## src/rtl/core/fal_pkg.sv

```systemverilog
// Shared types, constants and hash helpers for the flow-affinity load balancer.
package fal_pkg;

    localparam logic [15:0] ETH_TYPE_IPV4 = 16'h0800;
    localparam logic [7:0]  PROTO_TCP     = 8'd6;
    localparam logic [7:0]  PROTO_UDP     = 8'd17;

    // lookup3 start value for a four-word key: 0xdeadbeef + (4 << 2)
    localparam logic [31:0] HASH_INIT  = 32'hdeadbeff;
    localparam int          HASH_LINES = 13;

    // Remainder unit: hash bits consumed per cycle, steps per 32-bit hash
    localparam int REM_BITS  = 4;
    localparam int REM_STEPS = 32 / REM_BITS;

    localparam int          SESS_W   = 11;
    localparam logic [10:0] SESS_MAX = 11'd2047;
    localparam logic [6:0]  LOAD_SCALE = 7'd100;
    localparam int          LOAD_W   = 18;
    localparam int          DIV_BITS = 6;
    localparam int          DIV_STEPS = LOAD_W / DIV_BITS;

    localparam int QUEUE_DEPTH = 2;

    localparam logic [7:0] CFG_LB_MODE      = 8'd0;
    localparam logic [7:0] CFG_ENABLED_MASK = 8'd1;
    localparam logic [7:0] CFG_HEALTHY_MASK = 8'd2;
    localparam logic [7:0] CFG_WEIGHTS      = 8'd3;

    localparam logic [1:0] MODE_HASH     = 2'd0;
    localparam logic [1:0] MODE_RR       = 2'd1;
    localparam logic [1:0] MODE_LEAST    = 2'd2;
    localparam logic [1:0] MODE_WEIGHTED = 2'd3;

    localparam logic [1:0]  RST_LB_MODE = 2'd0;
    localparam logic [7:0]  RST_ENABLED = 8'd15;
    localparam logic [7:0]  RST_HEALTHY = 8'd15;
    localparam logic [63:0] RST_WEIGHTS = 64'd7234017283807667300;

    typedef struct packed {
        logic [1:0]  lb_mode;
        logic [7:0]  enabled_mask;
        logic [7:0]  healthy_mask;
        logic [63:0] interface_weights;
    } cfg_t;

    typedef struct packed {
        logic [31:0] source_address;
        logic [31:0] destination_address;
        logic [7:0]  ip_protocol;
        logic [15:0] source_port;
        logic [15:0] destination_port;
    } flow_key_t;

    typedef struct packed {
        logic      not_ipv4;
        logic [2:0] hash_pick;
        flow_key_t key;
    } job_t;

    typedef struct packed {
        logic      valid;
        logic [2:0] choice;
        flow_key_t key;
    } table_entry_t;

    typedef struct packed {
        logic [31:0] a;
        logic [31:0] b;
        logic [31:0] c;
    } hash_state_t;

    function automatic logic [31:0] rotl32(logic [31:0] x, int unsigned sh);
        return (x << sh) | (x >> (32 - sh));
    endfunction

    // One line of the lookup3 mix/final sequence.
    function automatic hash_state_t hash_line(hash_state_t s, logic [31:0] w3,
                                              logic [3:0] k);
        hash_state_t r;
        r = s;
        case (k)
            4'd0: begin r.a = (s.a - s.c) ^ rotl32(s.c, 4);  r.c = s.c + s.b; end
            4'd1: begin r.b = (s.b - s.a) ^ rotl32(s.a, 6);  r.a = s.a + s.c; end
            4'd2: begin r.c = (s.c - s.b) ^ rotl32(s.b, 8);  r.b = s.b + s.a; end
            4'd3: begin r.a = (s.a - s.c) ^ rotl32(s.c, 16); r.c = s.c + s.b; end
            4'd4: begin r.b = (s.b - s.a) ^ rotl32(s.a, 19); r.a = s.a + s.c; end
            4'd5: begin r.c = (s.c - s.b) ^ rotl32(s.b, 4);  r.b = s.b + s.a; end
            4'd6: begin r.a = s.a + w3; r.c = (s.c ^ s.b) - rotl32(s.b, 14); end
            4'd7: r.a = (s.a ^ s.c) - rotl32(s.c, 11);
            4'd8: r.b = (s.b ^ s.a) - rotl32(s.a, 25);
            4'd9: r.c = (s.c ^ s.b) - rotl32(s.b, 16);
            4'd10: r.a = (s.a ^ s.c) - rotl32(s.c, 4);
            4'd11: r.b = (s.b ^ s.a) - rotl32(s.a, 14);
            4'd12: r.c = (s.c ^ s.b) - rotl32(s.b, 24);
            default: r = s;
        endcase
        return r;
    endfunction

endpackage

```

## src/rtl/core/fal_fifo.sv

```systemverilog
// Short request queue between the front and back ends.
module fal_fifo
    import fal_pkg::*;
#(
    parameter int WIDTH = 8
) (
    input  logic             aclk,
    input  logic             aresetn,
    input  logic             wr_valid,
    output logic             wr_ready,
    input  logic [WIDTH-1:0] wr_data,
    output logic             rd_valid,
    input  logic             rd_ready,
    output logic [WIDTH-1:0] rd_data
);

    localparam int PW = (QUEUE_DEPTH > 1) ? $clog2(QUEUE_DEPTH) : 1;
    localparam int CW = $clog2(QUEUE_DEPTH + 1);

    logic [WIDTH-1:0] slot_reg [QUEUE_DEPTH];
    logic [PW-1:0]    wptr_reg, rptr_reg;
    logic [CW-1:0]    count_reg;
    logic             do_wr, do_rd;

    assign wr_ready = (count_reg != CW'(QUEUE_DEPTH));
    assign rd_valid = (count_reg != '0);
    assign rd_data  = slot_reg[rptr_reg];
    assign do_wr    = wr_valid && wr_ready;
    assign do_rd    = rd_valid && rd_ready;

    always_ff @(posedge aclk) begin
        if (!aresetn) begin
            wptr_reg  <= '0;
            rptr_reg  <= '0;
            count_reg <= '0;
        end else begin
            if (do_wr) begin
                wptr_reg <= (wptr_reg == PW'(QUEUE_DEPTH - 1)) ? '0 : wptr_reg + 1'b1;
            end
            if (do_rd) begin
                rptr_reg <= (rptr_reg == PW'(QUEUE_DEPTH - 1)) ? '0 : rptr_reg + 1'b1;
            end
            if (do_wr && !do_rd) begin
                count_reg <= count_reg + 1'b1;
            end else if (do_rd && !do_wr) begin
                count_reg <= count_reg - 1'b1;
            end
        end
    end

    always_ff @(posedge aclk) begin
        if (do_wr) begin
            slot_reg[wptr_reg] <= wr_data;
        end
    end

endmodule

```

## config.mk

```make
export PLATFORM = sky130hd
export DESIGN_NAME = fal_fifo
export DESIGN_NICKNAME = d
export VERILOG_FILES = /design/src/rtl/core/fal_pkg.sv /design/src/rtl/core/fal_fifo.sv
export SDC_FILE = /design/constraint.sdc
export NUM_CORES = 1
export LEC_CHECK = 0
export BUFFER_PORTS_ARGS = -buffer_cell sky130_fd_sc_hd__buf_2
export CORE_ASPECT_RATIO = 1.2
export CORE_MARGIN = 5
export CORE_UTILIZATION = 44
export DETAILED_ROUTE_END_ITERATION = 6
export GPL_ROUTABILITY_DRIVEN = 0
export GPL_TIMING_DRIVEN = 0
export PLACE_DENSITY = 0.77
export SYNTH_ARGS = -nofsm -noshare
export SYNTH_HDL_FRONTEND = slang
export SYNTH_SLANG_ARGS = --single-unit
```

## constraint.sdc

```tcl
create_clock -name aclk -period 1.6 [get_ports aclk]
set_clock_uncertainty 0.05 [all_clocks]
set_input_delay 0.32 -clock aclk [delete_from_list [all_inputs] [get_ports aclk]]
set_output_delay 0.32 -clock aclk [all_outputs]
set_load 0.05 [all_outputs]
```

# --- Word-level counts from Yosys, hierarchy flattened ---
# Memories as Yosys holds them, arrays and structs flattened. A register that Yosys moved wholly into a read port is not among the register bits.
# Cells that the tools add are included.
totals:
  reg_bits: 4
  memories: 1
  ramBits: 16
  output_inout_bits: 10
  in_bits: 12
  word_cells: 25
classes:
  muxes: 8
  add_sub_neg: 4
  eq_ne: 1
  reduce_logical: 8
memory_table:
  columns: ["memory", "words", "width", "rd", "rd_ports_with_merged_regs", "write_ports", "line_no", "rtl"]
  rows:
  - ["slot_reg", 2, 8, 1, 1, 1, "fal_fifo.sv:20", "logic [WIDTH-1:0] slot_reg [QUEUE_DEPTH];"]
ops:
  columns: ["operator", "count"]
  rows:
  - ["2-to-1 mux 1 bit", 6]
  - ["logical AND 1 bit", 4]
  - ["2-to-1 mux 2 bit", 2]
  - ["nonzero test 2 bit", 2]
  - ["adder 1 bit, second input constant", 2]
  - ["adder 2 x 1 -> 2 bit, second input constant", 1]
  - ["logical NOT 1 bit", 2]
  - ["inequality test 2 bit, second input constant", 1]
  - ["subtractor 2 x 1 -> 2 bit, second input constant", 1]

# --- Longest topological paths before layout ---
# Gate-level depths: netlist of run 1.
logic_depth:
  depth_word: 6
  mapped_depth: 6
  mapped_depth_nobuf: 6

# --- Worst setup path after synthesis of run 1 ---
# No wires, ideal clock.
synth_timing:
  path_kind: "flip-flop to flip-flop"
  startpoint: "reg count_reg[0]"
  endpoint: "reg count_reg[1]"
  setup_ps: 70
  required_time_ps: 1480
  stages_incl_launch_ff: 6
  slack_ps: -48
  t_arrival_ps: 1529
  n_path_buf: 0
  period_less_slack_ps: 1648
  path_cell_list: "dfxtp_1 nand2b_4 and2_1 ha_1 or3_1 a21oi_1"
synth_between:
  elab_chain_cells: 5
  word_cells_on_any_way: 13
  classes_between: "add/sub: 2; eq/ne: 1; mux: 2; reduce/logical: 8"
synth_rtl:
  columns: ["item", "line_no", "rtl"]
  rows:
  - ["from (decl)", "fal_fifo.sv:22", "logic [CW-1:0] count_reg;"]
  - ["from (signal assigned)", "fal_fifo.sv:44", "count_reg <= count_reg + 1'b1;"]
  - ["from (signal assigned)", "fal_fifo.sv:46", "count_reg <= count_reg - 1'b1;"]
  - ["inequality test 2 bit *", "fal_fifo.sv:25", "assign wr_ready = (count_reg != CW'(QUEUE_DEPTH));"]
  - ["via wr_ready", "fal_fifo.sv:10", "output logic wr_ready,"]
  - ["logical AND 1 bit *", "fal_fifo.sv:28", "assign do_wr = wr_valid && wr_ready;"]
  - ["logical NOT 1 bit", "fal_fifo.sv:45", "end else if (do_rd && !do_wr) begin"]
  - ["logical AND 1 bit", "fal_fifo.sv:45", null]
  - ["nonzero test 2 bit (no source line)", null, null]
# The timed path passes the listed nets; every way through them passes the cells marked *. The select of a mux whose other input is x is not followed.
# A chain may end at the register's enable or synchronous reset.

==> impl_metrics.toml, run 1 <==
[detailed_routing]
drcViolationCount = 0
detailedRoute.firstPassIterationCount = 2
antenna_left = 0
total_number_of_vias = 472
first_iter_violations = 11
finalWirelength_um = 1338
routed_via_density = 5.021
avgRoutedWirePerCell_um = 14.23

[clocking]
library_cell_used_as_clock_root_buffer = "clkbuf_4"
clockBufferDepth = 2
holdBufCountCts = 0
htree_num_levels = 1
clk_latency_ps = 290
path_clk_slew_ps = 110
clock-sinks = 21
cts_buffers = 3
cts_tree = "yes"

[global_routing]
groute.layer.met1.usage_pct = 9.540
antenna_found_initial = 0
global_route_wire_length_before_repair_um = 2070
grt_most_used_layer = "met2"
number_of_global_route_vias_before_repair = 520
grt_use_met3_pct = 3.133
grt_overflow_total = 0
grtUsageTotal_pct = 9.414
largest_net_degree_at_the_start_of_global_routing = 13
grt_util_met2_pct = 17.50

[sta]
clock.fmax_ghz = 0.6160
fin_crit_sh_pct = 101.5
slew_headroom_pct = 73.71
slew_viol_final = 0
final_hold_viol_count = 0
transition_at_the_pin_with_the_smallest_max_transition_slack_ps = 394.4
layout_setup_ws_ps = -23.31
grt_setup_unrepaired = "yes"
finalCriticalPeriod_ps = 1623
timing.final.setup_violations = 8
setup_total_negative_slack_ps = -144.5

[power]
power.density_nw_per_um2 = 1791
p_leak_nw = 0.4550
vdd_drop_max_mv = 1.138

[floorplanning]
num_rows = 17
chip_height_um = 56.99
dieArea_um2 = 2801
io-pin-count = 22
starting_utilization_of_the_core_area_pct = 45.31
chipWidth_um = 49.16
core_area_um2 = 1787

[worst_setup_path]
worst_setup_path_end_kind = "output pin"
critical_path_buf_inv_count = 2
timing.setup.critical_path_class = "flip-flop to output pin"
timing.reg2reg.worst_path_depth = 6
reg2reg_to = "count_reg[1]"
worstPathRequired_ps = 1230
worst_path_largest_cell_delay_ps = 350
startpoint_kind_of_the_worst_setup_timing_path = "flip-flop"
timing.critical_path.cells = "buf_8 -> mux2_4 -> buf_8"
critical_path_most_common_cell = "buf_8"
crit_family = "flip-flops"
critPathSlowestCell = "dfxtp_2"
reg2reg_slack_ps = 80
rr_startpoint = "count_reg[0]"
cp_data_arrival_time_ps = 1250
crit_path_max_fanout = 8

[min_path]
hp-start = "wr_data[4]"
hp-class = "input port to flip-flop"
min_delay_path_depth = 1
sink_of_the_worst_hold_path = "slot_reg[0][4]"

[place]
buffer_ports.inserted = 21
placed_cells_incl_taps = 90
place_hpwl_um = 930.7

[status]
status = "finished with violations"
violations = "negative setup slack"

[finish]
finalNonFillerCells = 94
layout.cells.most_common_list = "edfxtp_1, buf_2, mux2_4"
synthToLayoutAreaGrowth_pct = 36.01
antenna_cells = 0
n_fill_cell = 140
flip_flop_count_of_the_largest_register_after_layout = 16
finished_core_util_pct = 61.62
drive_above_1_share_pct = 57.33
nets = 89
layout_commonest_cell = "edfxtp_1"

[logic_synthesis]
yosys-top-cells-area = "edfxtp_1, dfxtp_1, mux2_2"
postSynthNetCount = 63
syn_inst = 50
synth-seq-cells = 21
yosys_warns = 0
synthDominantCellAreaShare_pct = 59.35
synthesis.area_per_instance_um2 = 16.19
number_of_distinct_standard_cells_referenced_by_the_synthesized_netlist = 17
yosysTopAreaCell = "edfxtp_1"
yosysSeqAreaShare_pct = 71.72
post_synth_instance_area_um2 = 809.5

[job]
drv_cap = 0
## synthesized netlist by cell type
master	number
mux2_2	8
buf_2	1
and3_1	1
dfxtp_1	5
nor2_1	3
and2_1	1
ha_1	1
or3_1	1
o21ai_0	2
nand3b_1	1
nand2b_4	1
xor2_1	3
inv_1	2
or2_2	1
a21oi_1	2
a21bo_2	1
edfxtp_1	16
## power by group
| part | internal, mW | total [mW] | switching [mW] | leakage, nW |
|---|---|---|---|---|
| clock | 0.0928 | 0.240 | 0.147 | 0.0177 |
| combinational | 0.426 | 0.972 | 0.546 | 0.246 |
| sequential | 0.699 | 0.760 | 0.0613 | 0.192 |
| total | 1.22 | 1.97 | 0.754 | 0.455 |
## worst max-delay path by stage
| stage | from | to | slack, ps | cells past startpoint |
|---|---|---|---|---|
| finish | flip-flop | rd_data[2] | -20 | 3 |
| CTS | flip-flop | rd_data[7] | -50 | 3 |
| floorplan | count_reg[1] | count_reg[1] | 20 | 4 |
| global placement | count_reg[1] | count_reg[1] | -80 | 4 |
| global route | flip-flop | rd_data[2] | -90 | 3 |
| detailed placement | count_reg[1] | count_reg[1] | -70 | 4 |
## metrics by stage
step	hold WS, ps	cell area [µm²]	setup WS, ps	power (mW)
floorplan	368.9	825.8	15.52	1.373
global placement	437.4	954.7	-77.83	1.505
detailed placement	449.9	954.7	-65.16	1.526
CTS	155.7	1040	-48.99	1.873
global route	140.3	1101	-89.21	2.069
finish	161.8	1101	-23.31	1.972
## per-layer routing
layer  routed length (µm)  up-vias  part of all wire [%]
met1                  551      223                    41
met5                    0        -                     0
met3                   83        2                   6.2
met2                  693       15                    52
li1                     -      232                     -
met4                    9        0                  0.67
## kinds of logic (layout without fill, tap and decap cells)
kind of cell    count (synthesis)  count (layout)  share of synthesized area (%)
compound gates                  5               5                          3.710
xor+xnor                        3               3                          3.246
fa+ha+maj                       1               1                          1.545
buf+inv                         3              28                          1.545
flops                          21              21                          71.72
mux                             8               8                          11.13
simple gates                    9               9                          7.112
## what timing repair did
item | in CTS | in global routing
resized for setup | 20 | 17
setup buffers | 0 | 0
setup endpoints to repair | 9 | 9
pin swaps | 0 | 0
## area by class of cell
cell class                      instances  area (µm²)  share of cell area (%)
Sequential cell                        21       584.3                   53.07
Multi-Input combinational cell         26       265.3                   24.09
Timing Repair Buffer                   21       177.7                   16.14
Tap cell                               19       23.77                   2.159
Clock buffer                            3       22.52                   2.045
Buffer                                  1       15.01                   1.364
Inverter                                2       7.507                  0.6818
Clock inverter                          1       5.005                  0.4545
Power figures use the tool's default switching activity.
==> run 2: changes to the inputs <==
==> constraint.sdc (replaced) <==
create_clock -name aclk -period 1.6 [get_ports aclk]
set_clock_uncertainty 0.05 [all_clocks]
set_input_delay 0.08 -clock aclk [delete_from_list [all_inputs] [get_ports aclk]]
set_output_delay 0.08 -clock aclk [all_outputs]
set_load 0.05 [all_outputs]
==> run 2 against run 1 <==
Largest power group unchanged. Utilization decreased by 1.8 points. Design area decreased by 2.8%. The flow now finishes without violations. Sequential power down 1%.
==> impl_metrics.toml, run 2 (same netlist as run 1, synthesis figures left out) <==
[status]
status = "finished, final reports clean"

[min_path]
hp-class = "input port to flip-flop"
hp-start = "aresetn"
sink_of_the_worst_hold_path = "count_reg[0]"
min_delay_path_depth = 3

[floorplanning]
num_rows = 17
core_area_um2 = 1787
io-pin-count = 22
chip_height_um = 56.99
starting_utilization_of_the_core_area_pct = 45.31
chipWidth_um = 49.16
dieArea_um2 = 2801

[clocking]
library_cell_used_as_clock_root_buffer = "clkbuf_4"
clk_latency_ps = 290
htree_num_levels = 1
cts_tree = "yes"
path_clk_slew_ps = 110
cts_buffers = 3
clock-sinks = 21
clockBufferDepth = 2

[worst_setup_path]
timing.setup.critical_path_class = "flip-flop to flip-flop"
worstPathRequired_ps = 1770
timing.reg2reg.worst_path_depth = 6
startpoint_kind_of_the_worst_setup_timing_path = "flip-flop"
reg2reg_slack_ps = 80
cp_data_arrival_time_ps = 1700
crit_path_max_fanout = 5
worst_setup_path_end_kind = "flip-flop"
rr_startpoint = "count_reg[0]"
reg2reg_to = "count_reg[1]"

[sta]
fin_crit_sh_pct = 95.22
setup_total_negative_slack_ps = 0
timing.final.setup_violations = 0
grt_setup_unrepaired = "no"
slew_viol_final = 0
transition_at_the_pin_with_the_smallest_max_transition_slack_ps = 374.1
layout_setup_ws_ps = 76.40
slew_headroom_pct = 75.06
finalCriticalPeriod_ps = 1524
final_hold_viol_count = 0
clock.fmax_ghz = 0.6563
final.hold.worst_slack_ps = 25.94

[detailed_routing]
finalWirelength_um = 1280
total_number_of_vias = 493
first_iter_violations = 4
routed_via_density = 4.833
drcViolationCount = 0
antenna_left = 0
detailedRoute.firstPassIterationCount = 2
avgRoutedWirePerCell_um = 12.55

[power]
design_power_total_mw = 1.778
power.density_nw_per_um2 = 1662
vdd_drop_max_mv = 1.038
p_leak_nw = 0.4324

[finish]
drive_above_1_share_pct = 50.60
nets = 97
antenna_cells = 0
layout_commonest_cell = "buf_2"
synthToLayoutAreaGrowth_pct = 32.15
layout.cells.most_common_list = "buf_2, edfxtp_1, mux2_2, dlygate4sd3_1, clkbuf_4"
flip_flop_count_of_the_largest_register_after_layout = 16
finished_core_util_pct = 59.87

[place]
buffer_ports.inserted = 21
dpl_ws_ps = -65.16
place_hpwl_um = 930.7

[job]
drv_cap = 0

[global_routing]
global_route_wire_length_before_repair_um = 2221
grt_overflow_total = 0
largest_net_degree_at_the_start_of_global_routing = 13
grtUsageTotal_pct = 9.962
antenna_found_initial = 0
number_of_global_route_vias_before_repair = 551
## run 2: changes by cell type in the layout (fill, tap and decap cells not counted), sizes merged
cell	previous run	this run
dlygate4sd3	0	8
buf	22	21
clkbuf	3	4
## run 2: what timing repair did
item | in CTS | in global routing
setup endpoints to repair | 1 | 9
endpoints found under the hold margin | 16 | 0
resized for setup | 1 | 3
hold buffers | 8 | 0
setup buffers | 0 | 0
## run 2: power breakdown
part / switching [mW] / internal [mW]
registers: 0.0541 / 0.696
clock network: 0.149 / 0.0928
logic: 0.512 / 0.274
## run 2: critical path, cell delays in order, from the launching register on
cell      delay (ps)
dfxtp_2          370
nand2b_4         160
and2_4           140
ha_4             150
xor2_1           140
or3_1            310
a21oi_1          140
## run 2: worst max path at each step
stage / start / to
2_1_floorplan: count_reg[1] / count_reg[1]
3_3_place_gp: count_reg[1] / count_reg[1]
3_5_place_dp: count_reg[1] / count_reg[1]
4_1_cts: count_reg[1] / count_reg[1]
5_1_grt: count_reg[0] / count_reg[1]
6_report: count_reg[0] / count_reg[1]
## run 2: area by class of cell
cell class | instances | area, µm²
buffer | 1 | 7.507
clock buffer | 3 | 22.52
clock inverter | 1 | 5.005
fill | 146 | 716.9
inverter | 2 | 7.507
multi-input combinational | 26 | 235.2
sequential | 21 | 583.1
tap | 19 | 23.77
timing repair buffer | 29 | 185.2
## run 2: metrics by stage
stage	cell area, µm²	instances
detailed placement	954.7	90
CTS	1062	102
global placement	954.7	90
finish	1070	102
floorplan	825.8	50
global route	1070	102
## run 2: per-layer routing
metal / track usage [%] / vias up / wire length [µm]
met3: 3.133 / 2 / 93
met1: 10.90 / 228 / 562
met4: 3.462 / 0 / 9
li1: - / 248 / -
met5: 0 / - / 0
met2: 17.86 / 15 / 614
