$ cat config.mk
export PLATFORM = sky130hd
export DESIGN_NAME = fal_front
export DESIGN_NICKNAME = d
export VERILOG_FILES = /design/src/rtl/core/fal_pkg.sv /design/src/rtl/core/fal_front.sv
export SDC_FILE = /design/constraint.sdc
export NUM_CORES = 1
export LEC_CHECK = 0
export BUFFER_PORTS_ARGS = -buffer_cell sky130_fd_sc_hd__buf_4
export CAP_MARGIN = 20
export CELL_PAD_IN_SITES_DETAIL_PLACEMENT = 0
export CELL_PAD_IN_SITES_GLOBAL_PLACEMENT = 2
export CORE_UTILIZATION = 37
export CTS_CLUSTER_DIAMETER = 30
export CTS_CLUSTER_SIZE = 24
export DETAILED_ROUTE_END_ITERATION = 12
export GPL_ROUTABILITY_DRIVEN = 0
export PLACE_DENSITY = 0.87
export SLEW_MARGIN = 10
export SYNTH_ARGS = -nofsm -noshare
export SYNTH_HDL_FRONTEND = slang
export SYNTH_SLANG_ARGS = --single-unit
$ cat constraint.sdc
create_clock -name aclk -period 7.2 [get_ports aclk]
set_input_delay 0.36 -clock aclk [delete_from_list [all_inputs] [get_ports aclk]]
set_output_delay 0.36 -clock aclk [all_outputs]
set_load 0.01 [all_outputs]
$ cat src/rtl/core/fal_pkg.sv
// Shared types, constants and hash helpers for the flow-affinity load balancer.
package fal_pkg;

    localparam logic [15:0] ETH_TYPE_IPV4 = 16'h0800;
    localparam logic [7:0]  PROTO_TCP     = 8'd6;
    localparam logic [7:0]  PROTO_UDP     = 8'd17;

    // lookup3 start value for a four-word key: 0xdeadbeef + (4 << 2)
    localparam logic [31:0] HASH_INIT  = 32'hdeadbeff;
    localparam int          HASH_LINES = 13;

    // Remainder unit: hash bits consumed per cycle, steps per 32-bit hash
    localparam int REM_BITS  = 4;
    localparam int REM_STEPS = 32 / REM_BITS;

    localparam int          SESS_W   = 11;
    localparam logic [10:0] SESS_MAX = 11'd2047;
    localparam logic [6:0]  LOAD_SCALE = 7'd100;
    localparam int          LOAD_W   = 18;
    localparam int          DIV_BITS = 6;
    localparam int          DIV_STEPS = LOAD_W / DIV_BITS;

    localparam int QUEUE_DEPTH = 2;

    localparam logic [7:0] CFG_LB_MODE      = 8'd0;
    localparam logic [7:0] CFG_ENABLED_MASK = 8'd1;
    localparam logic [7:0] CFG_HEALTHY_MASK = 8'd2;
    localparam logic [7:0] CFG_WEIGHTS      = 8'd3;

    localparam logic [1:0] MODE_HASH     = 2'd0;
    localparam logic [1:0] MODE_RR       = 2'd1;
    localparam logic [1:0] MODE_LEAST    = 2'd2;
    localparam logic [1:0] MODE_WEIGHTED = 2'd3;

    localparam logic [1:0]  RST_LB_MODE = 2'd0;
    localparam logic [7:0]  RST_ENABLED = 8'd15;
    localparam logic [7:0]  RST_HEALTHY = 8'd15;
    localparam logic [63:0] RST_WEIGHTS = 64'd7234017283807667300;

    typedef struct packed {
        logic [1:0]  lb_mode;
        logic [7:0]  enabled_mask;
        logic [7:0]  healthy_mask;
        logic [63:0] interface_weights;
    } cfg_t;

    typedef struct packed {
        logic [31:0] source_address;
        logic [31:0] destination_address;
        logic [7:0]  ip_protocol;
        logic [15:0] source_port;
        logic [15:0] destination_port;
    } flow_key_t;

    typedef struct packed {
        logic      not_ipv4;
        logic [2:0] hash_pick;
        flow_key_t key;
    } job_t;

    typedef struct packed {
        logic      valid;
        logic [2:0] choice;
        flow_key_t key;
    } table_entry_t;

    typedef struct packed {
        logic [31:0] a;
        logic [31:0] b;
        logic [31:0] c;
    } hash_state_t;

    function automatic logic [31:0] rotl32(logic [31:0] x, int unsigned sh);
        return (x << sh) | (x >> (32 - sh));
    endfunction

    // One line of the lookup3 mix/final sequence.
    function automatic hash_state_t hash_line(hash_state_t s, logic [31:0] w3,
                                              logic [3:0] k);
        hash_state_t r;
        r = s;
        case (k)
            4'd0: begin r.a = (s.a - s.c) ^ rotl32(s.c, 4);  r.c = s.c + s.b; end
            4'd1: begin r.b = (s.b - s.a) ^ rotl32(s.a, 6);  r.a = s.a + s.c; end
            4'd2: begin r.c = (s.c - s.b) ^ rotl32(s.b, 8);  r.b = s.b + s.a; end
            4'd3: begin r.a = (s.a - s.c) ^ rotl32(s.c, 16); r.c = s.c + s.b; end
            4'd4: begin r.b = (s.b - s.a) ^ rotl32(s.a, 19); r.a = s.a + s.c; end
            4'd5: begin r.c = (s.c - s.b) ^ rotl32(s.b, 4);  r.b = s.b + s.a; end
            4'd6: begin r.a = s.a + w3; r.c = (s.c ^ s.b) - rotl32(s.b, 14); end
            4'd7: r.a = (s.a ^ s.c) - rotl32(s.c, 11);
            4'd8: r.b = (s.b ^ s.a) - rotl32(s.a, 25);
            4'd9: r.c = (s.c ^ s.b) - rotl32(s.b, 16);
            4'd10: r.a = (s.a ^ s.c) - rotl32(s.c, 4);
            4'd11: r.b = (s.b ^ s.a) - rotl32(s.a, 14);
            4'd12: r.c = (s.c ^ s.b) - rotl32(s.b, 24);
            default: r = s;
        endcase
        return r;
    endfunction

endpackage

$ cat src/rtl/core/fal_front.sv
// Front end: accept headers, build the key, hash it and reduce the hash.
module fal_front
    import fal_pkg::*;
#(
    parameter int INTERFACES    = 4,
    parameter int TABLE_ENTRIES = 1024,
    parameter int BUCKET_WAYS   = 4
) (
    input  logic                             aclk,
    input  logic                             aresetn,
    input  logic                             hold,
    input  cfg_t                             cfg,
    input  logic                             s_tvalid,
    output logic                             s_tready,
    input  logic [103:0]                     s_tdata,
    input  logic [15:0]                      s_tuser,
    output logic                             push_valid,
    input  logic                             push_ready,
    output job_t                             push_job,
    output logic [$clog2(TABLE_ENTRIES)-1:0] push_base
);

    localparam int AW      = $clog2(TABLE_ENTRIES);
    localparam int BUCKETS = TABLE_ENTRIES / BUCKET_WAYS;
    localparam int BKT_W   = (BUCKETS > 1) ? $clog2(BUCKETS) : 1;
    localparam logic [BKT_W:0] BKT_DIV = (BKT_W + 1)'(BUCKETS);

    localparam logic [1:0] F_IDLE = 2'd0;
    localparam logic [1:0] F_HASH = 2'd1;
    localparam logic [1:0] F_MOD  = 2'd2;
    localparam logic [1:0] F_PUSH = 2'd3;

    logic [1:0]       state_reg, state_next;
    hash_state_t      hs_reg, hs_next;
    logic [31:0]      w3_reg;
    logic [31:0]      hval_reg, hval_next;
    logic [3:0]       step_reg;
    logic [BKT_W-1:0] brem_reg, brem_next;
    logic [2:0]       nrem_reg, nrem_next;
    job_t             job_reg;
    flow_key_t        in_key;
    logic             in_l4;
    logic [3:0]       n_elig;
    logic             accept;

    assign s_tready   = (state_reg == F_IDLE) && !hold;
    assign accept     = s_tvalid && s_tready;
    assign push_valid = (state_reg == F_PUSH);
    assign push_job   = job_reg;
    assign push_base  = AW'(brem_reg * BUCKET_WAYS);

    always_comb begin
        in_l4 = (s_tdata[71:64] == PROTO_TCP) || (s_tdata[71:64] == PROTO_UDP);
        in_key.source_address      = s_tdata[31:0];
        in_key.destination_address = s_tdata[63:32];
        in_key.ip_protocol         = s_tdata[71:64];
        in_key.source_port         = in_l4 ? s_tdata[87:72] : 16'd0;
        in_key.destination_port    = in_l4 ? s_tdata[103:88] : 16'd0;
    end

    always_comb begin
        n_elig = 4'd0;
        for (int i = 0; i < INTERFACES; i++) begin
            n_elig = n_elig + 4'(cfg.enabled_mask[i] & cfg.healthy_mask[i]);
        end
    end

    assign hs_next = hash_line(hs_reg, w3_reg, step_reg);

    // Shift the hash in MSB first and keep both remainders.
    always_comb begin
        logic [BKT_W:0] bext;
        logic [3:0]     next_ext;
        logic [BKT_W-1:0] br;
        logic [2:0]     nr;
        logic [31:0]    hv;
        br = brem_reg;
        nr = nrem_reg;
        hv = hval_reg;
        for (int j = 0; j < REM_BITS; j++) begin
            bext = {br, hv[31]};
            if (bext >= BKT_DIV) begin
                bext = bext - BKT_DIV;
            end
            br = bext[BKT_W-1:0];
            next_ext = {nr, hv[31]};
            if (next_ext >= n_elig) begin
                next_ext = next_ext - n_elig;
            end
            nr = next_ext[2:0];
            hv = {hv[30:0], 1'b0};
        end
        brem_next = br;
        nrem_next = nr;
        hval_next = hv;
    end

    always_comb begin
        state_next = state_reg;
        case (state_reg)
            F_IDLE: begin
                if (accept) begin
                    state_next = (s_tuser != ETH_TYPE_IPV4) ? F_PUSH : F_HASH;
                end
            end
            F_HASH: begin
                if (step_reg == 4'(HASH_LINES - 1)) begin
                    state_next = F_MOD;
                end
            end
            F_MOD: begin
                if (step_reg == 4'(REM_STEPS - 1)) begin
                    state_next = F_PUSH;
                end
            end
            F_PUSH: begin
                if (push_ready) begin
                    state_next = F_IDLE;
                end
            end
            default: state_next = F_IDLE;
        endcase
    end

    always_ff @(posedge aclk) begin
        if (!aresetn) begin
            state_reg <= F_IDLE;
        end else begin
            state_reg <= state_next;
        end
    end

    always_ff @(posedge aclk) begin
        case (state_reg)
            F_IDLE: begin
                if (accept) begin
                    job_reg.not_ipv4  <= (s_tuser != ETH_TYPE_IPV4);
                    job_reg.hash_pick <= 3'd0;
                    job_reg.key       <= in_key;
                    hs_reg.a <= HASH_INIT + in_key.source_address;
                    hs_reg.b <= HASH_INIT + in_key.destination_address;
                    hs_reg.c <= HASH_INIT + {in_key.source_port, in_key.destination_port};
                    w3_reg   <= {24'd0, in_key.ip_protocol};
                    step_reg <= 4'd0;
                    brem_reg <= '0;
                end
            end
            F_HASH: begin
                hs_reg <= hs_next;
                if (step_reg == 4'(HASH_LINES - 1)) begin
                    hval_reg <= hs_next.c;
                    step_reg <= 4'd0;
                    brem_reg <= '0;
                    nrem_reg <= 3'd0;
                end else begin
                    step_reg <= step_reg + 4'd1;
                end
            end
            F_MOD: begin
                brem_reg <= brem_next;
                nrem_reg <= nrem_next;
                hval_reg <= hval_next;
                step_reg <= step_reg + 4'd1;
                job_reg.hash_pick <= nrem_next;
            end
            default: ;
        endcase
    end

endmodule

# Yosys cells after proc, flatten, opt, wreduce, memory -nomap -nowiden
# Index checks and enable logic that the tools add are counted.
totals:
  reg_bits: 253
  latchBits: 0
  ramBits: 0
  romBits: 0
  in_bits: 207
  output_inout_bits: 120
  elab_cells: 156
  memories: 0
op_classes:
  add_sub_neg: 29
  n_mul: 0
  n_div: 0
  n_lt_le_gt_ge: 8
  eq_ne: 24
  n_shift: 0
  muxes: 33
  bitwise: 25
  reduce_logical: 22
ops:
  columns: ["op", "count"]
  rows:
  - ["$pmux 32 s6", 2]
  - ["$sub 32x32->32", 10]
  - ["$xor 32x32->32", 9]
  - ["$pmux 96 s2", 1]
  - ["$pmux 32 s5", 1]
  - ["$mux 107", 1]
  - ["$add 32x32->32", 3]
  - ["$add 32x32->32 const A", 3]
  - ["$mux 96", 1]
  - ["$or 32x14->32", 2]
  - ["$or 32x16->32", 2]
  - ["$or 32x4->32", 2]
  - ["$pmux 32 s2", 1]
  - ["$mux 8", 6]
  - ["$ge 9x9->1 const B", 4]
  - ["$add 32x8->32", 1]
  - ["$mux 16", 2]
  - ["$mux 32", 1]
  - ["$or 32x11->32", 1]
  - ["$or 32x19->32", 1]
  - ["$or 32x24->32", 1]
  - ["$or 32x25->32", 1]
  - ["$or 32x6->32", 1]
  - ["$or 32x8->32", 1]
  - ["39 further kinds", 83]

# Logic depth before layout (Yosys ltp)
# Gate-level depths: netlist (run 1).
logic_depth:
  ltp_word: 13
  depth_mapped: 30
  mapped_depth_nobuf: 30

# Worst setup path before layout (run 1)
# OpenSTA, ideal clock, no wires.
synth_timing:
  path_type: "in2reg"
  startpoint: "in cfg[75] in the netlist's numbering"
  endpoint: "reg nrem_reg[1], data pin"
  setup_time_ps: 266
  arrival_time_ps: 5833
  t_required_ps: 6934
  setup_slack_ps: 1101
  stages: 29
  path_buffers: 0
  path_cell_list: "and2_1 fa_1 ha_1 ha_1 xnor2_1 ha_1 o21a_1 nor2_1 nor2_1 a21oi_1 inv_1 ha_1 nand2_1 nand2_1 a21oi_1 o31ai_2 o21ai_0 inv_1 ha_1 nand2_1 nand2_1 a221oi_2 mux2i_1 fa_1 a21o_1 a21oi_1 o211ai_1 mux2i_1 nor2_1"
synth_between:
  elab_chain_len: 11
  word_cells_on_any_way: 15
  cone_classes: "add/sub (5); order compare (4); mux (5); bitwise (1)"
synth_rtl:
  columns: ["element", "line", "rtl"]
  rows:
  - ["start: declaration", "fal_front.sv:12", "input cfg_t cfg,"]
  - ["$and 1x1->1 (*)", "fal_front.sv:64", "n_elig = n_elig + 4'(cfg.enabled_mask[i] & cfg.healthy_mask[i]);"]
  - ["$add 3x1->4 (*)", "fal_front.sv:64", null]
  - ["$ge 4x4->1 / $sub 3x3->3 (equally long branches)", "fal_front.sv:87, fal_front.sv:88", null]
  - ["$mux 3", "fal_front.sv:87", "if (next_ext >= n_elig) begin"]
  - ["$ge 4x4->1 / $sub 3x3->3 (equally long branches)", "fal_front.sv:87, fal_front.sv:88", null]
  - ["$mux 3", "fal_front.sv:87", null]
  - ["$ge 4x4->1 / $sub 3x3->3 (equally long branches)", "fal_front.sv:87, fal_front.sv:88", null]
  - ["$mux 3", "fal_front.sv:87", null]
  - ["$ge 4x4->1 / $sub 3x3->3 (equally long branches)", "fal_front.sv:87, fal_front.sv:88", null]
  - ["$mux 3 (*)", "fal_front.sv:87", null]
  - ["$pmux 3 s2 (*)", "fal_front.sv:134", "case (state_reg)"]
  - ["end signal: assignment", "fal_front.sv:161", "nrem_reg <= nrem_next;"]
  - ["end: declaration", "fal_front.sv:39", "logic [2:0] nrem_reg, nrem_next;"]
# Every way passes the cells marked *; elsewhere a longest branch is shown, timed or not.
# A chain may end at the register's enable or synchronous reset.

# Worst setup path in the final report (run 1)
# Ends and elaborated chain as after synthesis.

==> results of run 1 <==
[metal layers]
layer  vias up  global-route usage (%)
li1      15100                       -
met3       307                    5.99
met1     15300                    39.6
met4         4                    14.6
met2      1396                    47.9
met5         -                       0
[cell families (layout without fill, tap and decap cells)]
family | after synthesis | count (layout)
and+or+nand+nor | 1104 | 1104
DFF | 253 | 253
buffers and inverters | 458 | 810
xor gates and xnor gates | 398 | 398
AOI/OAI and AO/OA | 1368 | 1368
muxes | 53 | 53
adders and majority gates | 317 | 317
other | 1 | 2
[cell type report]
cell class	count	area, sq um	area share (%)
timing repair buffer	400	3190	8.38
multi-input combinational	3242	22200	58.4
clock buffer	92	2010	5.29
clock inverter	48	617	1.62
tap	1134	1420	3.73
sequential	253	7580	19.9
inverter	270	1020	2.67
[metrics by stage]
step / cells / hold WS [ns] / setup WS (ns)
2_1_floorplan: 3953 / 0.459 / 1.10
3_3_place_gp: 5225 / 0.506 / 0.426
3_5_place_dp: 5225 / 0.511 / 0.416
4_1_cts: 5439 / 0.00502 / 1.06
5_1_grt: 5439 / 0.0202 / 0.497
6_report: 5439 / 0.0445 / 1.02
[how the worst max path moves through the flow]
| stage | endpoint | cells past startpoint | start | slack, ns |
|---|---|---|---|---|
| after global placement | nrem_reg[1] | 30 | cfg[75] | 0.43 |
| after CTS | nrem_reg[1] | 30 | cfg[75] | 1.06 |
| final | nrem_reg[1] | 30 | cfg[75] | 1.02 |
| after global routing | nrem_reg[1] | 30 | cfg[75] | 0.50 |
| after floorplan | nrem_reg[1] | 29 | cfg[75] | 1.10 |
| after detailed placement | nrem_reg[1] | 30 | cfg[75] | 0.42 |
[Yosys cell counts (9+ instances only)]
cell / count / area share (%)
a2111oi_0: 15 / 0.42
a211o_1: 9 / 0.25
a211oi_1: 42 / 1.0
a21o_1: 82 / 2.0
a21oi_1: 533 / 8.5
a221o_1: 9 / 0.29
a221oi_1: 36 / 1.0
a222oi_1: 10 / 0.32
a22o_1: 32 / 0.89
a22oi_1: 26 / 0.62
a311oi_1: 10 / 0.28
a31o_2: 10 / 0.28
a31oi_1: 38 / 0.75
and2_1: 46 / 0.91
and3_1: 22 / 0.44
buf_1: 10 / 0.12
buf_2: 29 / 0.46
clkbuf_1: 140 / 1.7
edfxtp_1: 251 / 24
fa_1: 13 / 0.83
ha_1: 304 / 12
inv_1: 260 / 3.1
mux2_2: 26 / 0.93
mux2i_1: 27 / 0.86
nand2_1: 244 / 2.9
nand2b_1: 41 / 0.81
nand3_1: 64 / 1.0
nand4_1: 25 / 0.50
nor2_1: 427 / 5.1
nor2b_1: 30 / 0.60
nor3_1: 75 / 1.2
nor4_1: 31 / 0.62
o211ai_1: 32 / 0.76
o21a_1: 37 / 0.88
o21ai_0: 206 / 3.3
o21bai_1: 35 / 0.83
o221ai_1: 19 / 0.53
o22ai_1: 38 / 0.75
o31ai_1: 34 / 0.81
or2_2: 22 / 0.44
or3_1: 26 / 0.52
xnor2_1: 318 / 8.8
xor2_1: 80 / 2.2
[tightest hold or removal path, stage by stage]
cell	delay (ns)
buf_4	0.08
nor4_1	0.04
nand4_1	0.09
==> out/metrics.cfg, run 1 <==
[yosys]
synth.distinct_cells=103
async_flop_share_pct=0
ys.flop_type=edfxtp_1
synth_edf_count=251
synth_xor_area_share_pct=11.1
synth.area.mux_share_pct=1.79
synthSimpleGateAreaFrac_pct=16.4
synth_top_family_by_area=compound AO/OA/AOI/OAI gates
syn_area_sq_mm=0.0315
seq_area_frac_synth_pct=24.1
ys_seq_elements=253
yosys_warnings=0
postSynthAreaPerCell_sq_um=7.97
synthAdderAreaFrac_pct=12.9
syn_inst=3952
synth_compound_area_share_pct=28.1

[timing]
slew_headroom_pct=17.3
finalSetupViolCount=0
fin_crit_ns=6.18
drv_slew=0
skew_ns=0.0283
max_clock_freq_mhz=162
hold_violations=0
finalSetupTns_ns=0
rsz0062_at_grt=false
tightest_slew_ns=1.23
fin_crit_sh_pct=85.9

[setup_path]
critPathTopFamily=adder cells
crit_arrival_ns=6.53
cp-start-kind=input pin
r2r_start=step_reg[0]
reg2reg_depth=16
crit_slowest_cell=fa_1
worst-path-buf-inv=3
slowest_delay_ns=0.50
crit_top_cell=ha_1
crit_required_ns=7.55
cp-end-kind=flop
r2r_end=hval_reg[24]
regToRegSetupSlack_ns=1.52
cp_max_fo=7
path_class=in2reg

[route]
drcViolationCount=0
highest_layer=met5
viasPerCell=5.90
vias=32100
wl_met2_microns=60200
met3_length_microns=10800
m1WireLength_microns=56900
wl_microns=135000
wl_per_cell_microns=24.7
antenna_left=0
drt_iter0_markers=3110
first_pass_iters=6

[global_routing]
antenna_found_initial=4
overflow=0
grt_pass1_wl_microns=196000
grt_usage_pct=30.4
grt_pass1_vias=30300
grt_start_max_net_pins=67

[clock_tree]
cts_resized=0
cts_hold_buf=74
tritoncts=built
cts_setup_buffers=0
cts.sinks=253
clkLatencyLatePin_ns=0.65
cts.path.max_buffers=3
path_clk_slew_ns=0.04
htree_levels=3
cts_buffers=76
cts_root_buffer=clkbuf_16

[run_status]
status=complete, no violations

[die]
num_rows=106
ios=327
start_util_pct=37.5
dieHeight_microns=294
core-area_sq_mm=0.0840
die-area_sq_mm=0.0863
die_w_microns=294

[job]
drv_cap=0

[placement]
port_buffers=250
hpwl_microns=104000
place_area_sq_mm=0.0347

[worst_hold_path]
holdCritStartpoint=s_tuser[14]
whs_path_depth=3
hold_path_class=in2reg
hold-path-endpoint=push_job[107]

[layout]
largest_reg_flops=108
final_cell_mix=532 x a21oi_1, 424 x nor2_1, 326 x buf_4
fin_area_sq_mm=0.0381
diodes=0
drive_above_1_share_pct=12.9
fill_cells=8438
area_growth_pct=20.8
finalNetCount=4767
utilization_pct=45.3
mostFrequentLayoutCell=a21oi_1

Power of run 1 is not shown: default switching activity piles up to over one toggle a cycle in this logic, so the estimate is an artifact.
==> run 2, diff against run 1 <==
--- a/config.mk
+++ b/config.mk
@@ -5,11 +5,12 @@
 export SDC_FILE = /design/constraint.sdc
 export NUM_CORES = 1
 export LEC_CHECK = 0
+export ABC_AREA = 1
 export BUFFER_PORTS_ARGS = -buffer_cell sky130_fd_sc_hd__buf_4
 export CAP_MARGIN = 20
 export CELL_PAD_IN_SITES_DETAIL_PLACEMENT = 0
 export CELL_PAD_IN_SITES_GLOBAL_PLACEMENT = 2
-export CORE_UTILIZATION = 37
+export CORE_UTILIZATION = 33
 export CTS_CLUSTER_DIAMETER = 30
 export CTS_CLUSTER_SIZE = 24
 export DETAILED_ROUTE_END_ITERATION = 12
==> run 2 against run 1 <==
Register-to-register slack improved by 0.19 ns. Fmax fell by 0.74%. Worst hold slack got worse by 0.027 ns. Critical path type unchanged.
==> out/metrics.cfg, run 2 <==
[run_status]
status=complete, no violations

[timing]
hold_violations=0
tightest_slew_ns=1.08
slew_headroom_pct=27.2
fin_hold_ws_ns=0.0177
drv_slew=0
rsz0062_at_grt=false
fin_crit_sh_pct=86.5
finalSetupViolCount=0
max_clock_freq_mhz=161
finalSetupTns_ns=0
fin_crit_ns=6.23
skew_ns=0.0237

[die]
start_util_pct=33.3
die_w_microns=339
dieHeight_microns=339
num_rows=123
core-area_sq_mm=0.113
die-area_sq_mm=0.115
ios=327

[layout]
mostFrequentLayoutCell=nand2_1
fill_cells=12500
drive_above_1_share_pct=7.68
finalNetCount=7160
regArea_sq_mm=0.00758
final_cell_mix=1920 x nand2_1, 904 x inv_1, 618 x nor2_1
area_growth_pct=17.9
largest_reg_flops=108
multi_input_area_sq_mm=0.0259

[power_and_ir_drop]
p_seq_share_pct=11.6
switching_power_mw=15.3
ir_drop_uv=250
internal-power_mw=9.83
pwr-share-comb_pct=76.0
power-per-cell-area_mw_per_mm2=567
leakage_nw=22.0
power_switching_share_pct=60.8
pwr-share-clk_pct=12.5

[clock_tree]
htree_levels=3
clkLatencyLatePin_ns=0.62
tritoncts=built
cts_root_buffer=clkbuf_16
cts_setup_buffers=0
cts.path.max_buffers=3
cts.sinks=253
cts_buffers=69
path_clk_slew_ns=0.04
cts_resized=0

[route]
drt_iter0_markers=5857
first_pass_iters=7
wl_per_cell_microns=23.9
antenna_left=0
viasPerCell=5.58
vias=45700
wl_microns=196000
drcViolationCount=0

[yosys]
synth_top_area_share_pct=20.1
yosys_warnings=0
ys.flop_type=edfxtp_1
seq_area_frac_synth_pct=20.2
ys_seq_elements=253
postSynthAreaPerCell_sq_um=5.94
synth_most_common_cell=nand2_1
synth.distinct_cells=62
async_flop_share_pct=0
synth.cells.most_frequent=1921 x nand2_1, 905 x inv_1, 618 x nor2_1, 541 x nand3_1, 455 x a21oi_1
synth.area.top_cells=edfxtp_1 20%, nand2_1 19%, ha_1 10%
synth_edf_count=251
syn_area_sq_mm=0.0376
yosysTopAreaCell=edfxtp_1
syn_inst=6323

[placement]
hpwl_microns=160000
port_buffers=250

[setup_path]
r2r_end=nrem_reg[0]
regToRegSetupSlack_ns=1.71
cp_max_fo=6
cp-start-kind=input pin
crit_required_ns=7.55
crit_arrival_ns=6.58
reg2reg_depth=29
path_class=in2reg
cp-end-kind=flop
crit_slowest_cell=fa_1
slowest_delay_ns=0.47
r2r_start=nrem_reg[0]
crit_top_cell=inv_1

[global_routing]
grt_start_max_net_pins=68
overflow=0
antenna_found_initial=2
grt_pass1_vias=41300
grt_usage_pct=32.5
grt_pass1_wl_microns=278000

[worst_hold_path]
holdCritStartpoint=s_tdata[55]
whs_path_depth=1
hold-path-endpoint=push_job[63]
hold_path_class=in2reg

[job]
drv_cap=0

==> run 2: layer usage <==
metal / global-route usage, % / part of all wire [%]
met5: 0 / 0
met2: 46.7 / 40
met1: 45.8 / 43
met3: 7.26 / 12
met4: 15.2 / 5.3
==> run 2: worst max-delay path by stage <==
stage,startpoint,to,slack [ns],depth (start not counted)
after detailed placement,cfg[75],nrem_reg[0],0.37,35
after CTS,cfg[75],nrem_reg[0],1.01,35
after global routing,cfg[75],nrem_reg[0],0.22,35
after floorplan,cfg[75],nrem_reg[0],1.27,34
final,cfg[75],nrem_reg[0],0.97,35
after global placement,cfg[75],push_job[105],0.41,36
==> run 2: repair_timing <==
| action | 4_1_cts | 5_1_grt |
|---|---|---|
| endpoints found under the hold margin | 71 | 0 |
| endpoints found under the setup margin | 0 | 0 |
| hold buffers | 71 | 0 |
==> run 2: area by class of cell <==
class,instances,share of cell area [%]
inverters,917,7.79
multi-input cells,5004,58.5
diodes,2,0.0113
well taps,1500,4.24
repair buffers,391,7.06
flip-flops and latches,253,17.1
clock inverters,45,1.32
clock buffers,82,4.01
==> run 2: kinds of logic (layout without fill, tap and decap cells) <==
kind of cell	after synthesis	in the layout	synth area share, %
simple gates	3407	3407	38.1
compound gates	1121	1121	16.1
buf+inv	1067	1435	11.1
fa+ha+maj	317	317	10.8
flops	253	253	20.2
xor+xnor	156	156	3.64
other cells	1	4	0.00998
mux	1	1	0.0267
==> run 2: power by group through the flow <==
stage / Sequential, mW / Combinational (mW) / Clock [mW]
after floorplan: 2.70 / 11.8 / 0
after global placement: 2.87 / 18.2 / 0
after detailed placement: 2.88 / 18.2 / 0
after CTS: 2.86 / 18.3 / 3.16
after global routing: 2.89 / 20.5 / 3.23
final: 2.90 / 19.1 / 3.13
==> run 2: worst max-delay path, delay by kind of cell <==
family	cells	cell delay, ns
compound gates	7	1.52
simple gates	14	1.75
buf+inv	7	0.64
fa+ha+maj	7	2.31
==> run 2: stage by stage <==
step | worst slack [ns] | power, mW | area (sq um) | util, % | cells
4_1_cts | 1.01 | 24.3 | 44200 | 39.3 | 8190
5_1_grt | 0.217 | 26.7 | 44300 | 39.3 | 8192
3_5_place_dp | 0.372 | 21.1 | 41200 | 36.6 | 7992
2_1_floorplan | 1.27 | 14.5 | 37600 | - | 6324
6_report | 0.971 | 25.1 | 44300 | 39.3 | 8194
3_3_place_gp | 0.413 | 21.0 | 41200 | 36.6 | 7992
Power figures use the tool's default switching activity.
